File: config.mk
export PLATFORM = sky130hd
export DESIGN_NAME = plc_ram
export DESIGN_NICKNAME = d
export VERILOG_FILES = /design/src/design/partitioned_lru_status_cache_assert.svh /design/src/design/plc_ram.sv
export SDC_FILE = /design/constraint.sdc
export NUM_CORES = 1
export LEC_CHECK = 0
export BUFFER_PORTS_ARGS = -buffer_cell sky130_fd_sc_hd__buf_2
export CORE_MARGIN = 2
export CORE_UTILIZATION = 40
export CTS_CLUSTER_SIZE = 28
export DETAILED_ROUTE_END_ITERATION = 7
export PLACE_DENSITY_LB_ADDON = 0.05
export SLEW_MARGIN = 25
export SYNTH_ARGS = -nofsm -noshare
export SYNTH_HDL_FRONTEND = slang
export SYNTH_SLANG_ARGS = --single-unit
File: constraint.sdc
create_clock -name clock -period 1.8 [get_ports clock]
set_input_delay 0.45 -clock clock [delete_from_list [all_inputs] [get_ports clock]]
set_output_delay 0.45 -clock clock [all_outputs]
set_load 0.01 [all_outputs]
File: src/design/partitioned_lru_status_cache_assert.svh
// ----------------------------------------------------------------------------
// partitioned lru status cache assertion macros
// shared property forms for the cache's internal checks
// ----------------------------------------------------------------------------
`ifndef PARTITIONED_LRU_STATUS_CACHE_ASSERT_SVH
`define PARTITIONED_LRU_STATUS_CACHE_ASSERT_SVH

// same-cycle implication, muted during reset
`define PLC_ASSERT_NOW(lbl, clk, rst, ante, cons) \
   lbl: assert property (@(posedge clk) disable iff (rst) (ante) |-> (cons)) \
      else $error("plc check failed");

// next-cycle implication, muted during reset
`define PLC_ASSERT_NEXT(lbl, clk, rst, ante, cons) \
   lbl: assert property (@(posedge clk) disable iff (rst) (ante) |=> (cons)) \
      else $error("plc check failed");

`endif

File: src/design/plc_ram.sv
// ----------------------------------------------------------------------------
// plc_ram
// generic single write port ram with registered read
// ----------------------------------------------------------------------------
`default_nettype none

module plc_ram #(
   parameter int WIDTH = 8,
   parameter int DEPTH = 4,
   localparam int ADDR_W = (DEPTH > 1) ? $clog2(DEPTH) : 1
) (
   input  wire logic              clock,
   input  wire logic              wr_en,
   input  wire logic [ADDR_W-1:0] wr_addr,
   input  wire logic [WIDTH-1:0]  wr_data,
   input  wire logic              rd_en,
   input  wire logic [ADDR_W-1:0] rd_addr,
   output logic      [WIDTH-1:0]  rd_data
);

   logic [WIDTH-1:0] mem_ff [DEPTH];
   logic [WIDTH-1:0] rd_data_ff;

   always_ff @(posedge clock) begin
      if (wr_en) begin
         mem_ff[wr_addr] <= wr_data;
      end
      if (rd_en) begin
         rd_data_ff <= mem_ff[rd_addr];
      end
   end

   assign rd_data = rd_data_ff;

endmodule

`default_nettype wire

Yosys cells after proc, flatten, opt, wreduce, memory -nomap -nowiden:

Memory sizes are Yosys's and may differ from the RTL's. A register that Yosys moved wholly into a read port is not among the register bits.
Index checks and enable logic that the tools add are counted.

* register bits: 0
* logic and storage cells: 3
* output and inout port bits: 8
* memory bits (writable): 32
* memories kept: 1

* mux-type cells: 2

Memory list
* mem_ff: words 4, bits a word 8, rd ports 1, clocked after Yosys merged registers in 1, wr ports 1, RTL line plc_ram.sv:21 `logic [WIDTH-1:0] mem_ff [DEPTH];`

Operator list (number)
* two-way mux 1 bit: 2

Longest topological paths before layout:

Gate-level depths: netlist (run 1).

* depth in word-level cells: 2
* mapped depth: 2

Worst setup path after synthesis (run 1):

OpenSTA, ideal clock, no wires.

* path kind: input port to flip-flop
* start: in wr_addr[0]
* end: mem mem_ff[0][0] (enable)
* library setup time: 0.385 ns
* arrival time: 1.129 ns
* path slack: 0.286 ns
* data required time: 1.415 ns
* stages: 1
* cell sequence: nor3b_1

RTL lines
* start: declaration: RTL line plc_ram.sv:14 `input wire logic [ADDR_W-1:0] wr_addr,`
* end: declaration: RTL line plc_ram.sv:21

Straight into the memory's write port.

Final worst setup path (run 1):

* start: reg rd_data_ff[7] (netlist: rd_data[7]) (read register of mem_ff)
* end: out rd_data[7]

RTL lines
* start: declaration: RTL line plc_ram.sv:22 `logic [WIDTH-1:0] rd_data_ff;`
* end: declaration: RTL line plc_ram.sv:18 `output logic [WIDTH-1:0] rd_data`

No word-level cell between the ends.

==> results of run 1 <==
## logic make-up (layout without fill, tap and decap cells)
family,Yosys count,count (layout),share of synthesized area [%]
buffers and inverters,2,31,1.138
DFF,40,40,84.06
muxes,8,8,12.61
and+or+nand+nor,4,4,2.190
## flip-flops by register name, summed over array words and instances (netlist names)
name     cells
rd_data      8
mem_ff      32
## per-stage QoR
step / instance area (sq um) / utilization (%) / setup slack, ns
after global placement: 1588 / 46.84 / 0.2509
after global routing: 1637 / 48.28 / 0.4259
after CTS: 1637 / 48.28 / 0.4462
after floorplan: 1429 / - / 0.2859
after detailed placement: 1588 / 46.84 / 0.2296
final: 1637 / 48.28 / 0.4788
## layer usage
metal	GRT usage (%)	vias to the layer above	wire length, um
met5	0	-	0
met4	4.891	0	34
met3	4.577	5	143
met2	19.87	23	1055
met1	14.15	312	841
li1	-	284	-
## path summary, 6_finish.rpt
path                           from                      to  cells after the start
min                      wr_data[4]  mem_ff[1][4]$_DFFE_PP_                      1
min reg2reg  mem_ff[0][1]$_DFFE_PP_    rd_data[1]$_DFFE_PP_                      1
max            rd_data[7]$_DFFE_PP_              rd_data[7]                      1
max reg2reg  mem_ff[2][7]$_DFFE_PP_    rd_data[7]$_DFFE_PP_                      1
## where the power goes
group,switching (mW),internal (mW),leakage (nW)
Clock,0.257,0.150,0.0269
Combinational,0.0521,0.0492,0.164
Sequential,0.0106,1.08,0.372
Total,0.319,1.28,0.563
## cells in the final DEF (no fill, tap or decap), drive strengths merged
cell type  instances
edfxtp            40
and3b              2
nor3b              1
clkbuf             7
and3               1
buf               23
mux4               8
clkinv             1
## cell type report
| cell class | count | area (sq um) | share of cell area [%] |
|---|---|---|---|
| Clock inverter | 1 | 3.754 | 0.2294 |
| Clock buffer | 7 | 45.04 | 2.752 |
| Multi-Input combinational cell | 12 | 211.5 | 12.92 |
| Tap cell | 46 | 57.56 | 3.517 |
| Sequential cell | 40 | 1201 | 73.39 |
| Timing Repair Buffer | 23 | 117.6 | 7.187 |
==> results.yml, run 1 <==
global_routing:
  first_global_vias: 700
  grt_max_degree: 12
  grt_pass1_wl_mm: 3.443
  track_usage_pct: 12.02
  grt_antenna_before_repair: 0
  grt-ovfl-total: 0
worst_setup_path:
  endpoint_kind: "output port"
  start_kind: "register"
  crit_buf_inv: 1
  crit_type: "register to output port"
  worstPathMaxFanout: 1
  ff2ff_setup_slack_ns: 0.71
  critPathTopFamily: "flip-flops"
  arrival_ns: 0.87
  critical_path.cell_chain: "buf_2"
  slowest_delay_ns: 0.39
  critical-path-slowest-cell: "edfxtp_1"
  cp.required_ns: 1.35
status:
  status: "finished clean"
final_layout:
  n_fill_cell: 295
  final-instance-count-excl-fill: 129
  num_antenna_cells: 0
  nets: 97
  drive_above_1_share_pct: 43.37
  syn2layout_area_growth_pct: 14.54
yosys:
  synth.top_cells.by_count: "40 x edfxtp_1, 8 x mux4_2, 2 x and3b_1"
  yosys.area.top_type: "edfxtp_1"
  synth-seq-cells: 40
  synthesis.area_sq_mm: 0.001429
  synth_ff_type: "edfxtp_1"
  synth_most_common_cell: "edfxtp_1"
  syn_inst: 54
  async_reset_ff_share_pct: 0
  synth_edf_count: 40
  synth_top_area_share_pct: 84.06
  synth.avg_cell_area_sq_um: 26.46
  ys_seq_area_share_pct: 84.06
  synthDistinctLibCells: 7
  ys_warn_count: 0
  yosys-top-cells-area: "edfxtp_1 84%, mux4_2 13%, and3b_1 1.2%, buf_6 0.79%, nor3b_1 0.53%"
  syn_nets: 69
sta:
  min_period_over_period_pct: 73.40
  slew_violations: 0
  timing.setup.tns_ns: 0
  rsz0062_at_grt: "false"
  slew_headroom_pct: 70.87
  hold_viol: 0
  finalSetupViolations: 0
  finalClockSkew_ns: 0.006408
  holdWs_ns: 0.3305
  max_freq_mhz: 756.9
  final_period_minus_worst_setup_slack_ns: 1.321
  tightest_slew_ns: 0.4370
floorplan:
  dieHeight_um: 63.77
  ioPinCount: 23
  start_util_pct: 42.16
  die_x_um: 63.77
  coreArea_sq_mm: 0.003390
  die_area_sq_mm: 0.004066
  rows: 21
drt:
  ant_nets: 0
  dr.pass1.iters: 4
  viasPerCell: 4.837
  drt_iter0_drc: 26
  dr_total_vias: 624
  routed_wl_mm: 2.074
  wl_per_cell_um: 16.08
  drc: 0
worst_hold_path:
  holdCritPathClass: "input port to register"
power_and_ir_drop:
  p_per_area_mw_per_mm2: 977.6
  finalPower_mw: 1.600
  ir_worst_vdd_mv: 0.4724
  p_leak_nw: 0.5629
cts:
  cts_tree: "built"
  root_buffer: "clkbuf_4"
  cts_sinks: 40
  hold_buffers: 0
  clk_latency_ns: 0.33
  clk_path_buf_depth: 2
  cts_made_buffers: 5
  clk_pin_slew_ns: 0.11
  htreeDepth: 2
  post_cts_resized: 0
  cts_setup_buffers: 0
placed_design:
  routabilityCongestion: 0.6304
  post-place-cells: 121
  numPortBuffers: 22
job:
  cap_viol_max_count: 0
No activity file was read; power rests on OpenSTA's default activity.
==> run 2, diff against run 1 <==
==> constraint.sdc (replaced) <==
create_clock -name clock -period 1.1 [get_ports clock]
set_input_delay 0.275 -clock clock [delete_from_list [all_inputs] [get_ports clock]]
set_output_delay 0.275 -clock clock [all_outputs]
set_load 0.01 [all_outputs]
==> results.yml, run 2 (synthesis gave the netlist of run 1 again) <==
placed_design:
  placedInstanceArea_sq_mm: 0.001670
  dp_hpwl_mm: 1.525
  numPortBuffers: 22
  post-place-cells: 128
  post-place-ws_ns: -0.1955
  routabilityCongestion: 0.6843
cts:
  root_buffer: "clkbuf_4"
  cts_made_buffers: 5
  cts_tree: "built"
  htreeDepth: 2
  post_cts_resized: 0
  clk_pin_slew_ns: 0.11
  cts_sinks: 40
  cts_setup_buffers: 0
  clk_latency_ns: 0.34
  clk_path_buf_depth: 2
sta:
  slew_headroom_pct: 85.85
  final_period_minus_worst_setup_slack_ns: 1.155
  min_period_over_period_pct: 105.0
  finalWorstSetupSlack_ns: -0.05540
  finalClockSkew_ns: 0.008271
  hold_viol: 0
  tightest_slew_ns: 0.2123
  slew_violations: 0
  finalSetupViolations: 8
  max_freq_mhz: 865.5
  rsz0062_at_grt: "true"
worst_setup_path:
  cp.required_ns: 0.82
  crit_type: "register to output port"
  worstPathMaxFanout: 1
  critical-path-slowest-cell: "edfxtp_1"
  endpoint_kind: "output port"
  crit_buf_inv: 1
  arrival_ns: 0.88
  start_kind: "register"
  slowest_delay_ns: 0.39
  critPathTopFamily: "flip-flops"
  critical_path.cell_chain: "buf_2"
status:
  violations: "negative setup slack"
  status: "complete, but fails checks"
floorplan:
  die_x_um: 63.77
  ioPinCount: 23
  start_util_pct: 42.16
  die_area_sq_mm: 0.004066
  rows: 21
  coreArea_sq_mm: 0.003390
  dieHeight_um: 63.77
final_layout:
  layout.cells.most_common: "edfxtp_1"
  design_area_sq_mm: 0.001719
  final-instance-count-excl-fill: 136
  drive_above_1_share_pct: 48.89
  syn2layout_area_growth_pct: 20.32
  n_fill_cell: 281
  layout_common_cells: "40 x edfxtp_1, 22 x buf_2, 8 x mux4_2"
  nets: 104
  largest_register_ffs: 32
  regMostFlops: "mem_ff"
  num_antenna_cells: 0
drt:
  viasPerCell: 4.676
  routed_wl_mm: 2.140
  dr.pass1.iters: 4
  wl_per_cell_um: 15.74
  drc: 0
  ant_nets: 0
  drt_iter0_drc: 12
  dr_total_vias: 636
global_routing:
  first_global_vias: 695
  grt-ovfl-total: 0
  grt_max_degree: 12
  grt_pass1_wl_mm: 3.422
  track_usage_pct: 12.28
  grt_antenna_before_repair: 0
worst_hold_path:
  holdCritPathClass: "input port to register"
job:
  cap_viol_max_count: 0
power_and_ir_drop:
  ir_worst_vdd_mv: 0.7051
  p_leak_nw: 0.6091
  p_per_area_mw_per_mm2: 1542
==> run 2: cell types whose count changed in the layout (fill, tap and decap cells not counted), sizes merged <==
cell and change:
buf +7
==> run 2: final cells by class <==
type | count | area (sq um) | area share [%]
Clock buffer | 7 | 45.04 | 2.620
Timing Repair Buffer | 30 | 195.2 | 11.35
Tap cell | 46 | 57.56 | 3.348
Sequential cell | 40 | 1201 | 69.87
Multi-Input combinational cell | 12 | 216.5 | 12.59
Clock inverter | 1 | 3.754 | 0.2183
==> run 2: path summary, 6_finish.rpt <==
kind                                from                      to  slack [ns]  cells after the start
setup / recovery    rd_data[5]$_DFFE_PP_              rd_data[5]       -0.06                      1
hold / removal                wr_data[0]  mem_ff[2][0]$_DFFE_PP_        0.15                      1
setup reg to reg  mem_ff[3][1]$_DFFE_PP_    rd_data[1]$_DFFE_PP_        0.01                      1
hold reg to reg   mem_ff[0][3]$_DFFE_PP_    rd_data[3]$_DFFE_PP_        0.63                      1
==> run 2: report_power, final <==
group          internal, mW  switching (mW)  leakage [nW]
Clock                 0.246           0.427        0.0269
Combinational         0.103          0.0900         0.210
Sequential             1.77          0.0170         0.372
Total                  2.12           0.534         0.609
==> run 2: per-layer routing <==
layer | wire [um] | share of wire [%] | vias to the layer above | global-route usage, %
li1 | - | - | 300 | -
met1 | 888 | 41 | 312 | 14.13
met2 | 1089 | 51 | 20 | 19.74
met3 | 128 | 6.0 | 4 | 5.986
met4 | 33 | 1.5 | 0 | 4.891
met5 | 0 | 0 | - | 0
==> run 2: metrics by stage <==
| step | power [mW] | util [%] | TNS (ns) | hold slack, ns |
|---|---|---|---|---|
| after floorplan | 1.914 | - | -0.2154 | 0.3739 |
| after global placement | 2.016 | 49.28 | -1.413 | 0.4916 |
| after detailed placement | 2.020 | 49.28 | -1.502 | 0.4901 |
| after CTS | 2.686 | 50.72 | -0.4248 | 0.1309 |
| after global routing | 2.764 | 50.72 | -0.7378 | 0.1307 |
| final | 2.651 | 50.72 | -0.2561 | 0.1472 |
==> run 2: repair_timing <==
action | CTS | global route
hold buffers | 0 | 0
endpoints found under the setup margin | 9 | 14
cloned | 0 | 0
==> run 3, diff against run 2 <==
--- a/config.mk
+++ b/config.mk
@@ -5,6 +5,7 @@
 export SDC_FILE = /design/constraint.sdc
 export NUM_CORES = 1
 export LEC_CHECK = 0
+export ABC_AREA = 1
 export BUFFER_PORTS_ARGS = -buffer_cell sky130_fd_sc_hd__buf_2
 export CORE_MARGIN = 2
 export CORE_UTILIZATION = 40
==> results.yml, run 3 <==
yosys:
  syn_nets: 156
  synth_edf_count: 40
  synth-seq-cells: 40
  ys_warn_count: 0
  async_reset_ff_share_pct: 0
  syn_inst: 141
  yosys.area.top_type: "edfxtp_1"
  ys_seq_area_share_pct: 73.79
  yosys-top-cells-area: "edfxtp_1 74%, nand2_1 9.2%, inv_1 8.3%, nand3_1 4.9%, buf_6 1.4%"
  synth_top_area_share_pct: 73.79
  synth.top_cells.by_count: "40 x edfxtp_1, 40 x nand2_1, 36 x inv_1"
  synth_ff_type: "edfxtp_1"
  synthDistinctLibCells: 9
  synth.avg_cell_area_sq_um: 11.54
  synthesis.area_sq_mm: 0.001628
power_and_ir_drop:
  p_comb_share_pct: 6.3
  p_int_mw: 2.986
  p_leak_nw: 0.9069
  pwr-share-clk_pct: 44.5
  seqPwrFrac_pct: 49.3
  ir_worst_vdd_mv: 1.204
  power_switching_uw: 642.4
  sw_frac_of_total_pct: 17.70
  p_per_area_mw_per_mm2: 1833
worst_setup_path:
  endpoint_kind: "output port"
  critical-path-slowest-cell: "edfxtp_1"
  crit_buf_inv: 1
  start_kind: "register"
  timing.rr.end: "rd_data[2]$_DFFE_PP_"
  critPathTopFamily: "flip-flops"
  arrival_ns: 0.83
  timing.rr.start: "mem_ff[1][2]$_DFFE_PP_"
  ff2ff_setup_slack_ns: 0.20
  crit_type: "register to output port"
  cp.required_ns: 0.82
  r2r_cells: 4
  slowest_delay_ns: 0.40
  critical_path.cell_chain: "buf_2"
  worstPathMaxFanout: 1
drt:
  routed_wl_mm: 2.813
  dr_total_vias: 997
  drc: 0
  ant_nets: 0
  wl_per_cell_um: 12.61
  viasPerCell: 4.471
  dr.pass1.iters: 4
  drt_iter0_drc: 99
sta:
  rsz0062_at_grt: "true"
  finalWorstSetupSlack_ns: -0.002787
  tightest_slew_ns: 0.3314
  min_period_over_period_pct: 100.3
  slew_violations: 0
  finalSetupViolations: 1
  finalClockSkew_ns: 0.006084
  final_period_minus_worst_setup_slack_ns: 1.103
  slew_headroom_pct: 77.91
  timing.setup.tns_ns: -0.002787
  max_freq_mhz: 906.8
  hold_viol: 0
placed_design:
  numPortBuffers: 22
  dp_hpwl_mm: 1.994
  routabilityCongestion: 0.7232
  post-place-ws_ns: -0.04786
cts:
  clk_latency_ns: 0.28
  hold_buffers: 0
  clk_path_buf_depth: 2
  root_buffer: "clkbuf_8"
  cts_made_buffers: 5
  htreeDepth: 2
  cts_sinks: 40
  clk_pin_slew_ns: 0.07
  cts_tree: "built"
  cts_setup_buffers: 0
final_layout:
  regMostFlops: "mem_ff"
  nets: 187
  largest_register_ffs: 32
  layout_common_cells: "40 x nand2_1, 40 x edfxtp_1, 36 x inv_1"
  num_antenna_cells: 0
  syn2layout_area_growth_pct: 21.60
  drive_above_1_share_pct: 22.54
floorplan:
  ioPinCount: 23
  die_area_sq_mm: 0.004595
  die_x_um: 67.79
  coreArea_sq_mm: 0.003971
  rows: 23
  start_util_pct: 40.99
  dieHeight_um: 67.79
worst_hold_path:
  hp-start: "wr_data[0]"
  hold_path_end: "mem_ff[1][0]$_DFFE_PP_"
  holdPathStages: 1
  holdCritPathClass: "input port to register"
status:
  violations: "negative setup slack"
  status: "complete, but fails checks"
global_routing:
  grt-ovfl-total: 0
  first_global_vias: 935
  grt_pass1_wl_mm: 4.243
  grt_max_degree: 18
  track_usage_pct: 13.35
  grt_antenna_before_repair: 0
job:
  cap_viol_max_count: 0
[run 3: cell types whose count changed after synthesis, moves of 2 or more]
cell | previous run | this run
mux4_2 | 8 | 0
nand2_1 | 0 | 40
inv_1 | 0 | 36
nand3_1 | 0 | 16
nor3_1 | 0 | 4
and3b_1 | 2 | 0
[run 3: cells by family (layout without fill, tap and decap cells)]
logic type	Yosys count	after routing	synth area share, %
simple gates	60	60	15.37
buf+inv	41	73	10.84
flops	40	40	73.79
[run 3: layer usage]
metal | part of all wire (%) | GRT usage [%] | wire (um) | vias up
li1 | - | - | - | 510
met1 | 47 | 16.98 | 1311 | 452
met2 | 46 | 20.96 | 1295 | 33
met3 | 6.7 | 4.667 | 189 | 2
met4 | 0.60 | 5.250 | 17 | 0
met5 | 0 | 0 | 0 | -
[run 3: power by group through the flow]
stage	registers (mW)	clock network (mW)	logic (mW)
2_1_floorplan	1.83	0	0.119
3_3_place_gp	1.82	0	0.222
3_5_place_dp	1.82	0	0.229
4_1_cts	1.79	1.65	0.230
5_1_grt	1.80	1.70	0.260
6_report	1.79	1.61	0.227
[run 3: worst max path at each step]
stage / cells after the start / slack (ns) / from / endpoint
after detailed placement: 5 / -0.05 / rd_addr[0] / rd_data[7]$_DFFE_PP_
after global routing: 1 / -0.05 / rd_data[3]$_DFFE_PP_ / rd_data[3]
after CTS: 1 / -0.004 / rd_data[0]$_DFFE_PP_ / rd_data[0]
final: 1 / -0.003 / rd_data[3]$_DFFE_PP_ / rd_data[3]
after floorplan: 2 / -0.23 / wr_addr[1] / mem_ff[2][0]$_DFFE_PP_
after global placement: 4 / -0.02 / wr_addr[0] / mem_ff[1][5]$_DFFE_PP_
[run 3: stage by stage]
stage | util, % | hold slack, ns | std cells | area, sq um | power [mW]
2_1_floorplan | - | 0.3739 | 141 | 1638 | 1.952
4_1_cts | 49.84 | 0.1894 | 223 | 1979 | 3.669
3_5_place_dp | 45.84 | 0.4912 | 215 | 1821 | 2.053
6_report | 49.84 | 0.2033 | 223 | 1979 | 3.628
5_1_grt | 49.84 | 0.1947 | 223 | 1979 | 3.757
3_3_place_gp | 45.84 | 0.4864 | 215 | 1821 | 2.046
[run 3: layout make-up]
cell class                 instances  area [sq um]
clock buffer                       5         68.82
clock inverter                     3         90.09
fill                             362          1992
inverter                          37         141.4
multi-input combinational         60         260.3
sequential                        40          1201
tap                               50         62.56
timing repair buffer              28         155.1
[run 3: timing repair]
action,in CTS,in global routing
gates cloned,0,0
pin swaps,0,0
endpoints found under the setup margin,2,5
gates resized for setup,0,0
